<file path="src/hdl/psd_pkg.sv">
// ----------------------------------------------------------------------------
// psd_pkg
// Shared constants, types and state encoding of the port scan detector.
// ----------------------------------------------------------------------------
package psd_pkg;

    localparam int SOURCE_ENTRIES = 64;
    localparam int PORT_SLOTS     = 16;
    localparam int WINDOW_DEPTH   = 16;

    localparam int ADDR_W  = 32;
    localparam int PORT_W  = 16;
    localparam int TIME_W  = 64;
    localparam int TWIN_W  = 16;
    localparam int LIMIT_W = 5;
    localparam int CNT_W   = 5;
    localparam int CFG_W   = 16;
    localparam int CFG_IDX_W = 1;

    localparam logic [CFG_IDX_W-1:0] CFG_TIME_WINDOW = 1'b0;
    localparam logic [CFG_IDX_W-1:0] CFG_SCAN_LIMIT  = 1'b1;

    localparam logic [TWIN_W-1:0]  TIME_WINDOW_RST = 16'd5;
    localparam logic [LIMIT_W-1:0] SCAN_LIMIT_RST  = 5'd3;

    localparam int ENTRY_W   = (SOURCE_ENTRIES > 1) ? $clog2(SOURCE_ENTRIES) : 1;
    localparam int SRC_CNT_W = $clog2(SOURCE_ENTRIES + 1);
    localparam int PFILL_W   = $clog2(PORT_SLOTS + 1);
    localparam int RFILL_W   = $clog2(WINDOW_DEPTH + 1);
    localparam int HEAD_W    = (WINDOW_DEPTH > 1) ? $clog2(WINDOW_DEPTH) : 1;
    localparam int PS_DEPTH  = SOURCE_ENTRIES * PORT_SLOTS;
    localparam int TR_DEPTH  = SOURCE_ENTRIES * WINDOW_DEPTH;
    localparam int PS_AW     = (PS_DEPTH > 1) ? $clog2(PS_DEPTH) : 1;
    localparam int TR_AW     = (TR_DEPTH > 1) ? $clog2(TR_DEPTH) : 1;
    localparam int IDX_W     = (SRC_CNT_W > PFILL_W) ? SRC_CNT_W : PFILL_W;
    localparam int CMP_W0    = (PFILL_W > RFILL_W) ? PFILL_W : RFILL_W;
    localparam int CMP_W     = (CMP_W0 > CNT_W) ? CMP_W0 : CNT_W;

    typedef struct packed {
        logic                 mark;
        logic [PFILL_W-1:0]   pfill;
        logic [HEAD_W-1:0]    head;
        logic [RFILL_W-1:0]   rfill;
    } meta_t;

    typedef enum logic [3:0] {
        ST_IDLE,
        ST_KEY_RD,
        ST_KEY_CMP,
        ST_META_RD,
        ST_META_LD,
        ST_PORT_RD,
        ST_PORT_CMP,
        ST_PORT_END,
        ST_PUSH,
        ST_POP_RD,
        ST_POP_CMP,
        ST_FINISH,
        ST_DONE
    } state_t;

    typedef struct packed {
        logic accept_en;
        logic clr_idx;
        logic idx_inc;
        logic key_rd;
        logic sel_hit;
        logic alloc;
        logic meta_clr;
        logic set_full;
        logic meta_rd;
        logic meta_ld;
        logic pslot_rd;
        logic port_add;
        logic ring_push;
        logic ring_rd;
        logic pop;
        logic finish;
        logic out_load;
    } cmd_t;

    typedef struct packed {
        logic in_fire;
        logic is_query;
        logic idx_lt_count;
        logic key_match;
        logic tbl_full;
        logic idx_lt_pfill;
        logic port_match;
        logic pfill_lt_max;
        logic rfill_nz;
        logic stale;
        logic out_free;
    } status_t;

endpackage

</file>
<file path="src/hdl/psd_ctrl.sv">
// ----------------------------------------------------------------------------
// psd_ctrl
// Sequencer: walks lookup, port-set search, window push and pop per item.
// ----------------------------------------------------------------------------
module psd_ctrl (
    input  logic              clk,
    input  logic              rst_n,
    input  psd_pkg::status_t  sts,
    output psd_pkg::cmd_t     cmd
);
    import psd_pkg::*;

    state_t state_reg;
    state_t state_next;

    always_ff @(posedge clk or negedge rst_n)
    begin
        if (!rst_n)
        begin
            state_reg <= ST_IDLE;
        end
        else
        begin
            state_reg <= state_next;
        end
    end

    always_comb
    begin
        cmd        = '0;
        state_next = state_reg;
        case (state_reg)
            ST_IDLE:
            begin
                cmd.accept_en = 1'b1;
                if (sts.in_fire)
                begin
                    cmd.clr_idx = 1'b1;
                    state_next  = ST_KEY_RD;
                end
            end
            ST_KEY_RD:
            begin
                if (sts.idx_lt_count)
                begin
                    cmd.key_rd = 1'b1;
                    state_next = ST_KEY_CMP;
                end
                else if (sts.is_query)
                begin
                    cmd.meta_clr = 1'b1;
                    state_next   = ST_DONE;
                end
                else if (sts.tbl_full)
                begin
                    cmd.meta_clr = 1'b1;
                    cmd.set_full = 1'b1;
                    state_next   = ST_DONE;
                end
                else
                begin
                    // new source: empty port set, go straight to insert
                    cmd.alloc  = 1'b1;
                    state_next = ST_PORT_END;
                end
            end
            ST_KEY_CMP:
            begin
                if (sts.key_match)
                begin
                    cmd.sel_hit = 1'b1;
                    state_next  = ST_META_RD;
                end
                else
                begin
                    cmd.idx_inc = 1'b1;
                    state_next  = ST_KEY_RD;
                end
            end
            ST_META_RD:
            begin
                cmd.meta_rd = 1'b1;
                state_next  = ST_META_LD;
            end
            ST_META_LD:
            begin
                cmd.meta_ld = 1'b1;
                cmd.clr_idx = 1'b1;
                state_next  = sts.is_query ? ST_DONE : ST_PORT_RD;
            end
            ST_PORT_RD:
            begin
                if (sts.idx_lt_pfill)
                begin
                    cmd.pslot_rd = 1'b1;
                    state_next   = ST_PORT_CMP;
                end
                else
                begin
                    state_next = ST_PORT_END;
                end
            end
            ST_PORT_CMP:
            begin
                if (sts.port_match)
                begin
                    state_next = ST_PUSH;
                end
                else
                begin
                    cmd.idx_inc = 1'b1;
                    state_next  = ST_PORT_RD;
                end
            end
            ST_PORT_END:
            begin
                cmd.port_add = sts.pfill_lt_max;
                state_next   = ST_PUSH;
            end
            ST_PUSH:
            begin
                cmd.ring_push = 1'b1;
                state_next    = ST_POP_RD;
            end
            ST_POP_RD:
            begin
                if (sts.rfill_nz)
                begin
                    cmd.ring_rd = 1'b1;
                    state_next  = ST_POP_CMP;
                end
                else
                begin
                    state_next = ST_FINISH;
                end
            end
            ST_POP_CMP:
            begin
                if (sts.stale)
                begin
                    cmd.pop    = 1'b1;
                    state_next = ST_POP_RD;
                end
                else
                begin
                    state_next = ST_FINISH;
                end
            end
            ST_FINISH:
            begin
                cmd.finish = 1'b1;
                state_next = ST_DONE;
            end
            ST_DONE:
            begin
                if (sts.out_free)
                begin
                    cmd.out_load = 1'b1;
                    state_next   = ST_IDLE;
                end
            end
            default:
            begin
                state_next = ST_IDLE;
            end
        endcase
    end
endmodule

</file>
<file path="config.mk">
export PLATFORM = sky130hd
export DESIGN_NAME = psd_ctrl
export DESIGN_NICKNAME = d
export VERILOG_FILES = /design/src/hdl/psd_pkg.sv /design/src/hdl/psd_ctrl.sv
export SDC_FILE = /design/constraint.sdc
export NUM_CORES = 1
export LEC_CHECK = 0
export BUFFER_PORTS_ARGS = -buffer_cell sky130_fd_sc_hd__buf_2
export CORE_MARGIN = 2
export CORE_UTILIZATION = 30
export CTS_CLUSTER_DIAMETER = 120
export DETAILED_ROUTE_END_ITERATION = 10
export HOLD_SLACK_MARGIN = 0.06
export SETUP_SLACK_MARGIN = 0.1
export SYNTH_ARGS = -nofsm -noshare
export SYNTH_HDL_FRONTEND = slang
export SYNTH_SLANG_ARGS = --single-unit
</file>
<file path="constraint.sdc">
create_clock -name clk -period 2.6 [get_ports clk]
set_clock_uncertainty 0.1 [all_clocks]
set_input_delay 0.39 -clock clk [delete_from_list [all_inputs] [get_ports clk]]
set_output_delay 0.39 -clock clk [all_outputs]
set_load 0.02 [all_outputs]
</file>
==> out/metrics.cfg <==
[place]
place_congestion=0.8663
portBuffers=29
hpwlAfterDp_mm=1.055

[floorplanning]
die_y_um=43.50
core-area_mm2=0.001489
dieArea_mm2=0.001892
rows=14
start_util=0.3143
pin_count=30
die_w_um=43.50

[cts]
root_buffer=clkbuf_4
htree_levels=1
clk_pin_slew_ns=0.04
clk_path_buf_depth=2
cts_setup_buffers=0
clock_sinks=4
numCtsBuffers=3
clk_latency_ns=0.23
cts_tree=yes

[setup_path]
rr_endpoint=state_reg[0]
cpPeakStageDelay_ns=0.51
crit_slowest_cell=dfrtp_1
worst_setup_path_end_kind=primary output
worstReg2RegStart=state_reg[3]
worstPathMaxFanout=14
rrSetupSlack_ns=0.90
ff2ff_path_depth=4
crit_type=reg2out
cp.arrival_ns=1.84
cp.required_ns=2.11
crit_chain=or2_4, or3_4, nor3b_1, buf_2
cp-start-kind=flop

[finish]
n_fill_cell=157
nNetsFinal=111
syn_to_final_growth_pct=39.57
num_antenna_cells=0
multi_input_area_um2=344.1
mostFrequentLayoutCell=buf_2
largest_register_ff_count=4
fin_util=0.4387
mostFrequentLayoutCells=buf_2 (29), nor2_1 (12), o21ai_0 (7), nor2b_1 (5), and3_1 (5)
drive_gt1_frac=0.4167
final-seq-area_um2=100.1

[synth]
synth_cell_type_count=25
ys_async_sr_fraction=1.000
synth_ff_type=dfrtp_1
postSynthCellCount=66
synth_nets=79
syn_area_per_cell_um2=7.090
syn_area_um2=467.9
synth_edf_count=0
ys_ff_latch=4
seq_area_frac_synth=0.2139
synth-warning-count=0

[global_routing]
grt_max_degree=16
grt_pass1_vias=488
grt.total_usage=0.1494
grt_pass1_wl_mm=2.152
antenna_found_initial=0
grt_overflow=0

[status]
status=completed

[worst_hold_path]
min_path_type=in2async

[timing]
fmax_ghz=0.4295
slew_headroom=0.7388
layout_min_cycle_time_ns=2.328
report.final.slew_viol_count=0
grt_setup_unrepaired=no
worst_pin_slew_ns=0.3918
finalCritPeriodShare=0.8954
tns_ns=0
setup_viol=0
finalHoldViolations=0

[detailed_routing]
num_vias=578
viasPerCell=5.161
dr.pass1.iters=4
drt-wirelength-per-cell_um=11.82
drtAntennaViolNets=0
drt_iter0_drc=13
drcViolationCount=0
routed_wl_mm=1.324

[power]
peakVddDrop_uv=590.3
powerDensity_mw_per_mm2=1013
total_leakage_power_nw=0.3485
finalPower_mw=0.6615

[job]
maxCapViolCount=0

-- how the worst max path moves through the flow --
stage | cells after the start | slack [ns] | end | from
global route | 4 | 0.20 | cmd[9] | state_reg[3]
floorplan | 3 | 0.53 | cmd[9] | state_reg[3]
global placement | 4 | 0.54 | cmd[9] | state_reg[3]
detailed placement | 4 | 0.52 | cmd[9] | state_reg[3]
finish | 4 | 0.27 | cmd[9] | state_reg[3]
CTS | 4 | 0.26 | cmd[9] | state_reg[3]
-- Yosys cell counts (2+ instances only) --
master / n / area share
nand3_1: 2 / 0.021
buf_2: 4 / 0.043
nand2_1: 4 / 0.032
a21oi_1: 2 / 0.021
nand3b_1: 2 / 0.032
and3_1: 5 / 0.067
or2_2: 2 / 0.027
dfrtp_1: 4 / 0.21
nand2b_1: 3 / 0.040
nor2b_1: 5 / 0.067
o21ai_0: 7 / 0.075
nor2_1: 12 / 0.096
nor3b_1: 2 / 0.032
-- final cells by class --
class                           instances  share of cell area
Clock buffer                            3             0.03448
Inverter                                1            0.005747
Multi-Input combinational cell         57              0.5268
Sequential cell                         4              0.1533
Tap cell                               16             0.03065
Timing Repair Buffer                   31              0.2490
-- power by group --
part	switching (mW)	leakage, nW	total (mW)	internal, mW
registers	0.0581	0.0492	0.149	0.0910
clock network	0.0226	0.0138	0.0740	0.0514
logic	0.254	0.286	0.438	0.184
total	0.335	0.349	0.661	0.327
-- worst max-delay path: cells and delay by family, from the launching register on --
| kind | cells | cell delay [ns] |
|---|---|---|
| and+or+nand+nor | 3 | 0.91 |
| DFF | 1 | 0.51 |
| buffers and inverters | 1 | 0.19 |
-- metal layers --
layer | routed length [um] | up-vias | track usage
li1 | - | 299 | -
met1 | 639 | 248 | 0.2128
met2 | 574 | 31 | 0.2239
met3 | 110 | 0 | 0.04167
met4 | 0 | 0 | 0.03636
met5 | 0 | - | 0
-- per-stage QoR --
stage / area (um^2) / setup WS (ns) / hold WS [ns] / std cells
finish: 653.1 / 0.2719 / 0.3880 / 112
global route: 653.1 / 0.2015 / 0.4144 / 112
CTS: 653.1 / 0.2642 / 0.3829 / 112
detailed placement: 620.6 / 0.5202 / 0.09692 / 108
global placement: 620.6 / 0.5446 / 0.09528 / 108
floorplan: 467.9 / 0.5264 / -0.005591 / 66
-- timing repair --
item                                   CTS  global route
hold buffers                             1             0
resized for setup                        0             0
endpoints found under the hold margin    4             0
-- cell families after synthesis --
group                  Yosys count  share of synthesized area
AOI/OAI and AO/OA               14                     0.1925
and+or+nand+nor                 42                     0.5187
DFF                              4                     0.2139
muxes                            1                    0.02406
buffers and inverters            5                    0.05080
(Power assumes the default switching activity.)
